File: config.mk
export PLATFORM = sky130hd
export DESIGN_NAME = thermal_door_motor_controller_unit
export DESIGN_NICKNAME = d
export VERILOG_FILES = /design/src/rtl/tdmc_pkg.sv /design/src/rtl/thermal_door_motor_controller_unit.sv
export SDC_FILE = /design/constraint.sdc
export NUM_CORES = 1
export LEC_CHECK = 0
export BUFFER_PORTS_ARGS = -buffer_cell sky130_fd_sc_hd__buf_2
export CAP_MARGIN = 25
export CORE_UTILIZATION = 61
export CTS_BUF_LIST = sky130_fd_sc_hd__clkbuf_16
export CTS_CLUSTER_DIAMETER = 50
export DETAILED_ROUTE_END_ITERATION = 10
export PLACE_DENSITY = 0.89
export SYNTH_ARGS = -nofsm -noshare
export SYNTH_HDL_FRONTEND = slang
export SYNTH_SLANG_ARGS = --single-unit
File: constraint.sdc
create_clock -name clk_i -period 4.41 [get_ports clk_i]
set_clock_uncertainty 0.15 [all_clocks]
set_input_delay 0.2205 -clock clk_i [delete_from_list [all_inputs] [get_ports clk_i]]
set_output_delay 0.2205 -clock clk_i [all_outputs]
set_load 0.03 [all_outputs]
File: src/rtl/tdmc_pkg.sv
// Shared types, codes and reset values for the thermal door motor controller.
package tdmc_pkg;

  // Input word kinds
  localparam logic KIND_CHAR = 1'b0;
  localparam logic KIND_TICK = 1'b1;

  // Motor direction codes
  localparam logic [1:0] DIR_OPEN  = 2'd0;
  localparam logic [1:0] DIR_CLOSE = 2'd1;
  localparam logic [1:0] DIR_STOP  = 2'd2;

  // Message codes
  localparam logic [2:0] MSG_NONE    = 3'd0;
  localparam logic [2:0] MSG_OPENING = 3'd1;
  localparam logic [2:0] MSG_CLOSING = 3'd2;
  localparam logic [2:0] MSG_UNREC   = 3'd3;
  localparam logic [2:0] MSG_HOT     = 3'd4;
  localparam logic [2:0] MSG_COOLED  = 3'd5;
  localparam logic [2:0] MSG_TEMP    = 3'd6;

  // Command characters
  localparam logic [7:0] CHAR_NEWLINE = 8'h0A;
  localparam logic [7:0] CHAR_OPEN    = 8'h31;
  localparam logic [7:0] CHAR_CLOSE   = 8'h32;

  // Register indexes
  localparam int unsigned CfgIdxW = 3;
  localparam int unsigned CfgDataW = 16;
  localparam logic [CfgIdxW-1:0] REG_TEMP_OPEN   = 3'd0;
  localparam logic [CfgIdxW-1:0] REG_TEMP_CLOSE  = 3'd1;
  localparam logic [CfgIdxW-1:0] REG_LOCKOUT     = 3'd2;
  localparam logic [CfgIdxW-1:0] REG_REPORT      = 3'd3;
  localparam logic [CfgIdxW-1:0] REG_CLOSED_X    = 3'd4;
  localparam logic [CfgIdxW-1:0] REG_CLOSED_Z    = 3'd5;
  localparam logic [CfgIdxW-1:0] REG_OPEN_Z      = 3'd6;

  // Register reset values
  localparam logic signed [7:0]  RST_TEMP_OPEN  = 8'sd27;
  localparam logic signed [7:0]  RST_TEMP_CLOSE = 8'sd25;
  localparam logic [11:0]        RST_LOCKOUT    = 12'd2000;
  localparam logic [9:0]         RST_REPORT     = 10'd100;
  localparam logic signed [15:0] RST_CLOSED_X   = -16'sd2048;
  localparam logic signed [15:0] RST_CLOSED_Z   = 16'sd26;
  localparam logic signed [15:0] RST_OPEN_Z     = 16'sd512;

  typedef struct packed {
    logic               kind;
    logic [7:0]         char_code;
    logic               buffer_end;
    logic [7:0]         temp_raw;
    logic signed [15:0] accel_x;
    logic signed [15:0] accel_z;
  } tdmc_in_t;

  typedef struct packed {
    logic [1:0]        motor_dir;
    logic [2:0]        message;
    logic signed [7:0] temperature;
  } tdmc_out_t;

endpackage

File: src/rtl/thermal_door_motor_controller_unit.sv
// Top level of the thermal door motor controller.
//
// Input channel: in_valid_i / in_stall_o carry one word, either a command
// character (kind 0) or a control tick (kind 1). Output channel:
// out_valid_o / out_stall_i carry exactly one result word per input word,
// in order. A word is taken at a rising edge with valid high and stall low.
// Configuration: cfg_we_i writes cfg_data_i into the register picked by
// cfg_idx_i at the next edge; unknown indexes are dropped. Write only while
// no words are in flight.
// Each word lands in the input register when it is taken and moves on to the
// result register when the result side is free; out_valid_o then rises. Throughput:
// one word per cycle while out_stall_i is low; the controller state updates
// as a word moves from the input register to the result register.
// Reset: all controller state and the configuration registers go to their
// defaults, both channels empty, motor stopped.
// Stall: while out_stall_i holds a result, one more word may sit in the
// input register; after that in_stall_o rises until the result is taken.
module thermal_door_motor_controller_unit
  import tdmc_pkg::*;
(
  input  logic                clk_i,
  input  logic                rst_ni,
  input  logic                in_valid_i,
  output logic                in_stall_o,
  input  tdmc_in_t            in_word_i,
  output logic                out_valid_o,
  input  logic                out_stall_i,
  output tdmc_out_t           out_word_o,
  input  logic                cfg_we_i,
  input  logic [CfgIdxW-1:0]  cfg_idx_i,
  input  logic [CfgDataW-1:0] cfg_data_i
);

  // Configuration registers
  logic signed [7:0]  temp_open_q, temp_close_q;
  logic [11:0]        lock_ticks_q;
  logic [9:0]         rpt_period_q;
  logic signed [15:0] closed_x_q, closed_z_q, open_z_q;

  // Channel registers
  logic      in_valid_q, out_valid_q;
  tdmc_in_t  in_q;
  tdmc_out_t out_q, out_d;
  logic      out_free, advance;

  // Controller state
  logic              door_open_q, door_open_d;
  logic              lock_act_q, lock_act_d;
  logic [11:0]       lock_cnt_q, lock_cnt_d;
  logic [1:0]        dir_q, dir_d;
  logic              hot_q, hot_d;
  logic              cool_q, cool_d;
  logic signed [7:0] last_temp_q, last_temp_d;
  logic [9:0]        rpt_cnt_q, rpt_cnt_d;
  logic              line_end_q, line_end_d;

  assign out_free   = !out_valid_q || !out_stall_i;
  assign advance    = in_valid_q && out_free;
  assign in_stall_o = in_valid_q && !out_free;

  always_ff @(posedge clk_i or negedge rst_ni) begin
    if (!rst_ni) begin
      temp_open_q  <= RST_TEMP_OPEN;
      temp_close_q <= RST_TEMP_CLOSE;
      lock_ticks_q <= RST_LOCKOUT;
      rpt_period_q <= RST_REPORT;
      closed_x_q   <= RST_CLOSED_X;
      closed_z_q   <= RST_CLOSED_Z;
      open_z_q     <= RST_OPEN_Z;
    end else if (cfg_we_i) begin
      case (cfg_idx_i)
        REG_TEMP_OPEN:  temp_open_q  <= signed'(cfg_data_i[7:0]);
        REG_TEMP_CLOSE: temp_close_q <= signed'(cfg_data_i[7:0]);
        REG_LOCKOUT:    lock_ticks_q <= cfg_data_i[11:0];
        REG_REPORT:     rpt_period_q <= cfg_data_i[9:0];
        REG_CLOSED_X:   closed_x_q   <= signed'(cfg_data_i);
        REG_CLOSED_Z:   closed_z_q   <= signed'(cfg_data_i);
        REG_OPEN_Z:     open_z_q     <= signed'(cfg_data_i);
        default: ;
      endcase
    end
  end

  // Next state and result for the word in the input register
  always_comb begin
    logic signed [7:0] temp;
    logic [2:0]        msg;
    door_open_d = door_open_q;
    lock_act_d  = lock_act_q;
    lock_cnt_d  = lock_cnt_q;
    dir_d       = dir_q;
    hot_d       = hot_q;
    cool_d      = cool_q;
    last_temp_d = last_temp_q;
    rpt_cnt_d   = rpt_cnt_q;
    line_end_d  = line_end_q;
    temp        = 8'sd0;
    msg         = MSG_NONE;

    if (in_q.kind == KIND_CHAR) begin
      if (!line_end_q) begin
        if (in_q.char_code == CHAR_NEWLINE) begin
          line_end_d = 1'b1;
        end else if (in_q.char_code == CHAR_OPEN || in_q.char_code == CHAR_CLOSE) begin
          door_open_d = (in_q.char_code == CHAR_OPEN);
          dir_d       = (in_q.char_code == CHAR_OPEN) ? DIR_OPEN : DIR_CLOSE;
          msg         = (in_q.char_code == CHAR_OPEN) ? MSG_OPENING : MSG_CLOSING;
          lock_act_d  = 1'b1;
          lock_cnt_d  = '0;
        end else begin
          msg = MSG_UNREC;
        end
      end
      if (in_q.buffer_end) begin
        line_end_d = 1'b0;
      end
    end else begin
      temp = signed'(in_q.temp_raw);

      // Hysteresis control, skipped during lockout
      if (!lock_act_q) begin
        if (temp > temp_open_q && !door_open_q) begin
          door_open_d = 1'b1;
          hot_d       = 1'b1;
          dir_d       = DIR_OPEN;
        end else if (temp < temp_close_q && door_open_q) begin
          door_open_d = 1'b0;
          cool_d      = 1'b1;
          dir_d       = DIR_CLOSE;
        end
      end

      // End stops
      if (in_q.accel_z < closed_z_q && in_q.accel_x < closed_x_q && dir_d == DIR_CLOSE) begin
        dir_d = DIR_STOP;
      end else if (in_q.accel_z > open_z_q && dir_d == DIR_OPEN) begin
        dir_d = DIR_STOP;
      end

      if (lock_act_q) begin
        if (lock_cnt_q < lock_ticks_q) begin
          lock_cnt_d = lock_cnt_q + 12'd1;
        end else begin
          lock_cnt_d = '0;
          lock_act_d = 1'b0;
        end
      end

      // Status report; the count restarts from zero before the increment
      rpt_cnt_d = rpt_cnt_q + 10'd1;
      if (rpt_cnt_q >= rpt_period_q) begin
        rpt_cnt_d = 10'd1;
        if (hot_d) begin
          hot_d = 1'b0;
          msg   = MSG_HOT;
        end else if (cool_d) begin
          cool_d = 1'b0;
          msg    = MSG_COOLED;
        end else if (temp != last_temp_q) begin
          last_temp_d = temp;
          msg         = MSG_TEMP;
        end
      end
    end

    out_d.motor_dir   = dir_d;
    out_d.message     = msg;
    out_d.temperature = temp;
  end

  always_ff @(posedge clk_i or negedge rst_ni) begin
    if (!rst_ni) begin
      in_valid_q  <= 1'b0;
      out_valid_q <= 1'b0;
      door_open_q <= 1'b0;
      lock_act_q  <= 1'b0;
      lock_cnt_q  <= '0;
      dir_q       <= DIR_STOP;
      hot_q       <= 1'b0;
      cool_q      <= 1'b0;
      last_temp_q <= '0;
      rpt_cnt_q   <= '0;
      line_end_q  <= 1'b0;
    end else begin
      if (!in_stall_o) begin
        in_valid_q <= in_valid_i;
      end
      if (out_free) begin
        out_valid_q <= in_valid_q;
      end
      if (advance) begin
        door_open_q <= door_open_d;
        lock_act_q  <= lock_act_d;
        lock_cnt_q  <= lock_cnt_d;
        dir_q       <= dir_d;
        hot_q       <= hot_d;
        cool_q      <= cool_d;
        last_temp_q <= last_temp_d;
        rpt_cnt_q   <= rpt_cnt_d;
        line_end_q  <= line_end_d;
      end
    end
  end

  // Payload registers
  always_ff @(posedge clk_i) begin
    if (!in_stall_o && in_valid_i) begin
      in_q <= in_word_i;
    end
    if (advance) begin
      out_q <= out_d;
    end
  end

  assign out_valid_o = out_valid_q;
  assign out_word_o  = out_q;

endmodule

==> Word-level counts from Yosys, hierarchy flattened <==
Cells that the tools add are included.
{ "classes": {"n_reduce_logical": 31, "bitwise_logic": 3, "n_mux": 53, "addsub": 2, "eq_ne": 16, "magnitude_cmp": 7} }
{ "ops": {"columns": ["op", "n"], "rows": [
  ["two-way mux 12 bit", 6],
  ["less-than comparator 16 bit", 2],
  ["two-way mux 2 bit", 14],
  ["two-way mux 1 bit", 27],
  ["AND reduction 2 bit", 9],
  ["== test 8 x 6 -> 1 bit, second input constant", 2],
  ["greater-than comparator 16 bit", 1],
  ["two-way mux 3 bit", 5],
  ["adder 12 x 1 -> 12 bit, second input constant", 1],
  ["less-than comparator 12 bit", 1],
  ["AND reduction 6 bit", 2],
  ["adder 10 x 1 -> 10 bit, second input constant", 1],
  [">= comparator 10 bit", 1],
  ["two-way mux 10 bit", 1],
  ["== test 3 bit, second input constant", 3],
  ["== test 8 x 4 -> 1 bit, second input constant", 1],
  ["greater-than comparator 8 bit", 1],
  ["logical AND 1 bit", 8],
  ["less-than comparator 8 bit", 1],
  ["!= test 8 bit", 1],
  ["== test 3 x 2 -> 1 bit, second input constant", 2],
  ["!= test 2 bit, second input constant", 3],
  ["logical NOT 1 bit", 5],
  ["AND reduction 5 bit", 1],
  ["10 further kinds", 13]
]} }
{ "word_totals": {"word_cells": 139, "out_inout_bits": 15, "regBits": 188, "in_bits": 74} }

==> Logic depth before layout (Yosys ltp) <==
{ "depth": {"ltp_word": 11, "depth_mapped": 11} }

==> Worst setup path before layout <==
OpenSTA, ideal clock, no wires.
{ "synth_timing": {"path_kind": "register -> register", "from": "register temp_open_q[1]", "to": "register last_temp_q[0]", "n_path_buf": 0, "path_stages_with_launch": 10, "period_less_slack_ns": 2.579, "t_arrival_ns": 2.304, "setup_time_ns": 0.125, "path_slack_ns": 1.831, "required_ns": 4.135, "path_cell_list": "dfstp_2 -> inv_1 -> ha_1 -> nor2b_1 -> o211ai_1 -> a21oi_1 -> o211ai_1 -> nor2b_1 -> nand4_2 -> mux2_2"} }
{ "synth_via": {"elab_chain_len": 7} }
{ "synth_lines": {"columns": ["element", "line_no", "source"], "rows": [
  ["start: declaration", "thermal_door_motor_controller_unit.sv:35", "logic signed [7:0] temp_open_q, temp_close_q;"],
  ["start signal: assignment", "thermal_door_motor_controller_unit.sv:72", "REG_TEMP_OPEN: temp_open_q <= signed'(cfg_data_i[7:0]);"],
  ["greater-than comparator 8 bit *", "thermal_door_motor_controller_unit.sv:122", "if (temp > temp_open_q && !door_open_q) begin"],
  ["logical AND 1 bit *", "thermal_door_motor_controller_unit.sv:122", null],
  ["two-way mux 1 bit", "thermal_door_motor_controller_unit.sv:122", null],
  ["two-way mux 1 bit", "thermal_door_motor_controller_unit.sv:121", "if (!lock_act_q) begin"],
  ["two-way mux 1 bit", "thermal_door_motor_controller_unit.sv:100", "if (in_q.kind == KIND_CHAR) begin"],
  ["NOT 1 bit (no source line)", null, null],
  ["AND reduction 6 bit (no source line) *", null, null],
  ["end signal: assignment", "thermal_door_motor_controller_unit.sv:198", "last_temp_q <= last_temp_d;"],
  ["end: declaration", "thermal_door_motor_controller_unit.sv:53", "logic signed [7:0] last_temp_q, last_temp_d;"]
]} }
Mark *: on every way between the ends. The rest lies on a longest branch, timed or not. The select of a mux whose other input is x is not followed.
A chain may end at the register's enable or synchronous reset.

==> Final worst setup path <==
{ "layout_timing": {"from": "register temp_open_q[1]", "to": "register last_temp_q[5]"} }
Same word-level chain as after synthesis.

==> summary.md <==
## Run status
* **result of the run** finished, final reports clean

## Setup path
* **endpoint kind of the worst setup timing path** flip-flop
* **timing endpoint of the critical path** last_temp_q[5]
* **required time worst endpoint** 4.57 ns
* **setup slack, reg-to-reg** 1.25 ns
* **element type at the critical path start** flip-flop
* **reg2reg end** last_temp_q[5]
* **worst reg-to-reg path cell count** 9
* **start of the worst register-to-register path** temp_open_q[1]
* **Worst Setup SP** temp_open_q[1]
* **CP Class** reg -> reg
* **data arrival time of the critical path** 3.33 ns
* **maximum fanout count along the critical path** 8

## Synth
* **combinational family with the most area after synthesis** compound AO/OA/AOI/OAI gates
* **Compound-Gate Fraction of Synth Area** 11.3%
* **post-synthesis cell area** 9390 µm²
* **Synth Warn #** 0
* **sequential share of the synthesized area** 53.8%
* **fraction of synthesized area in multiplexers** 6.82%
* **number of synthesized register bits** 188
* **gate count of the mapped netlist** 829
* **area share of and/or/nand/nor cells after synthesis** 10.9%
* **average footprint of a synthesized cell** 11.3 µm²
* **Primary FF master, synth** sky130_fd_sc_hd__dfrtp_1
* **Net Count, Synth** 987
* **Post-Synth XOR/XNOR Area** 1.40%
* **asr flop ratio synth** 66.5%
* **Yosys cell types** 61
* **Post-Synth Adder-Cell Area** 11.2%
* **number of enable flip-flop cells after synthesis** 63

## Drt
* **vias post-DR** 7074
* **residual DRC count** 0
* **Routed Antenna Nets** 0
* **detailed-routing iteration count for the pre-antenna-repair pass** 5
* **Routed WL** 22.7 mm
* **initial DRC count** 558
* **post-detailed-route via-to-cell ratio** 5.93
* **Avg WL per Cell** 19.1 µm

## Floorplan
* **die width** 126 µm
* **core outline area** 14800 µm²
* **I/O pins** 89
* **Total Die Area** 15900 µm²
* **initial standard-cell utilization of the core** 63.7%
* **number of placement rows** 44
* **overall die height** 126 µm

## Timing
* **Slew headroom** 34.9%
* **Sum Neg Setup Slack** 0 ns
* **Tightest Pin Transition** 0.972 ns
* **RSZ-0062 raised after global routing** no
* **Final min period** 3.16 ns
* **number of pins with negative max-slew slack in the final report** 0
* **Fin. Hold Viols** 0
* **Max Freq** 0.316 GHz
* **final setup violation count** 0
* **crit share post-route** 71.7%

## GRT
* **met2 Resource Use GR** 51.5%
* **wire length of the first global-routing pass** 36.8 mm
* **sum of overflow across all layers after global routing** 0
* **largest net degree at the start of global routing** 71
* **number of global-route vias before repair** 7251
* **global routing met3 resource utilization** 4.63%
* **met1 routing resource usage after global routing** 38.4%
* **antenna violations before repair** 0
* **most congested layer reported by global routing** met2
* **GRT Total Usage** 30.5%

## CTS
* **cell at the root of the clock tree** sky130_fd_sc_hd__clkbuf_16
* **maximum clock insertion buffer count** 2
* **count of clock tree sinks** 188
* **number of buffers inserted by post-CTS setup repair** 0
* **CTS Buf Count** 17
* **TritonCTS clock tree** done
* **CTS H-Tree Depth** 4
* **clock edge transition at the registers on the reported setup and hold paths** 0.07 ns
* **Clk Latency, worst-skew pair** 0.44 ns

## Layout
* **number of nets in the final layout** 1153
* **ratio of cells with drive above 1 in the final layout** 21.7%
* **area delta synth->final** 20.4%
* **Final Core Density** 76.7%
* **filler instances** 851

## Place
* **final weighted congestion in routability-driven placement** 0.878
* **total half-perimeter wirelength after legalization and detailed placement** 13.8 mm
* **number of buffers added on ports** 88

## Worst hold path
* **worst hold-check path type** in -> reg

## Flow run
* **Max Cap Viol** 0

## Pwr
* **Peak supply drop** 0.363 mV
* **Static Leak** 5.14 nW
* **cell area power density** 443 nW/µm²

final cells by class:
class                      instances  area (µm²)  share of cell area [%]
inverter                          94         353                    3.12
timing repair buffer             165        1200                    10.6
tap                              184         230                    2.04
clock inverter                    15         121                    1.07
antenna                            1        2.50                  0.0221
clock buffer                      17         425                    3.76
sequential                       188        5050                    44.7
multi-input combinational        529        3930                    34.7
how the worst min path moves through the flow:
stage	startpoint	end	slack, ns	cells after the start
floorplan	rst_ni	closed_x_q[0]	-0.23	0
global placement	in_word_i[22]	in_q[22]	0.25	1
detailed placement	in_word_i[31]	in_q[31]	0.25	1
CTS	cfg_data_i[7]	temp_close_q[7]	0.01	3
global route	cfg_data_i[7]	temp_close_q[7]	0.03	3
finish	cfg_data_i[7]	temp_close_q[7]	0.04	3
cells in the final DEF (no fill, tap or decap), types with 17 or more instances in the layout:
cell	n
sky130_fd_sc_hd__a21oi_1	39
sky130_fd_sc_hd__dlygate4sd3_1	68
sky130_fd_sc_hd__dfstp_2	26
sky130_fd_sc_hd__o21ai_0	60
sky130_fd_sc_hd__buf_2	87
sky130_fd_sc_hd__edfxtp_1	63
sky130_fd_sc_hd__ha_1	84
sky130_fd_sc_hd__nor2_1	34
sky130_fd_sc_hd__clkbuf_16	17
sky130_fd_sc_hd__nand2_1	72
sky130_fd_sc_hd__inv_1	95
sky130_fd_sc_hd__dfrtp_1	99
sky130_fd_sc_hd__mux2_2	55
cell families (layout without fill, tap and decap cells):
logic type / count (synthesis) / after routing
adders and majority gates: 84 / 84
muxes: 57 / 57
xor gates and xnor gates: 15 / 15
DFF: 188 / 188
other: 0 / 1
AOI/OAI and AO/OA: 169 / 169
buffers and inverters: 112 / 291
and+or+nand+nor: 204 / 204
through the flow:
stage / hold WS, ns / worst slack [ns] / std cells / area (µm²) / total power (W)
final: 0.0396 / 1.25 / 1193 / 11300 / 0.00501
after global routing: 0.0274 / 1.14 / 1192 / 11300 / 0.00524
after CTS: 0.0126 / 1.33 / 1191 / 11300 / 0.00497
after detailed placement: 0.249 / 1.45 / 1091 / 10100 / 0.00344
after global placement: 0.247 / 1.58 / 1091 / 10100 / 0.00337
after floorplan: -0.225 / 1.83 / 829 / 9390 / 0.00311
metal layers:
layer	share of wire, %	vias up
met5	0	-
met4	3.3	0
met3	6.5	61
met2	51	300
met1	40	3437
li1	-	3276
report_power, final:
group	switching [W]	internal (W)	total (W)	leakage [nW]
clock	0.000682	0.000776	0.00146	0.269
combinational	0.000641	0.000554	0.00119	2.76
sequential	0.000198	0.00215	0.00235	2.11
total	0.00152	0.00349	0.00501	5.14
synth_stat cells, drive strengths merged (3+ instances only):
cell	n	area share, %
and3	8	0.53
nand4	15	1.1
xor2	5	0.47
o211ai	8	0.64
o22ai	3	0.20
mux2	56	6.7
nand2	73	2.9
a22o	6	0.56
dfstp	26	7.3
edfxtp	63	20
o21a	8	0.64
ha	84	11
nand2b	15	1.0
inv	94	3.8
clkbuf	15	0.60
a211oi	5	0.40
nor3	11	0.59
a32oi	3	0.28
o21ai	61	3.3
nand3	12	0.64
and2	13	0.88
nor3b	3	0.24
a21oi	39	2.1
dfrtp	99	26
a21o	9	0.72
nor2b	9	0.60
xnor2	10	0.93
nand4b	3	0.28
nor2	35	1.5
a41oi	3	0.28
a31oi	7	0.47
buf	3	0.21
state kept, by name, summed over array words and instances, names as in the netlist, 2 cells and up:
signal / flops
closed_x_q: 16
closed_z_q: 16
dir_q: 2
in_q: 50
last_temp_q: 8
lock_cnt_q: 12
lock_ticks_q: 12
open_z_q: 16
out_word_o: 13
rpt_cnt_q: 10
rpt_period_q: 10
temp_close_q: 8
temp_open_q: 8
what timing repair did:
action / in CTS / in global routing
endpoints found under the hold margin: 140 / 0
gates resized for setup: 0 / 0
hold buffers: 68 / 0
worst max-delay path, cell delays in order (launching register included):
cell and delay [ns]:
sky130_fd_sc_hd__dfstp_2 0.52, sky130_fd_sc_hd__inv_1 0.04, sky130_fd_sc_hd__ha_1 0.30, sky130_fd_sc_hd__nor2b_1 0.13, sky130_fd_sc_hd__o211ai_1 0.15, sky130_fd_sc_hd__a21oi_1 0.13
sky130_fd_sc_hd__o211ai_1 0.42, sky130_fd_sc_hd__nor2b_1 0.43, sky130_fd_sc_hd__nand4_2 0.37, sky130_fd_sc_hd__mux2_2 0.40
Note: power is estimated with default switching activity, not from simulation.
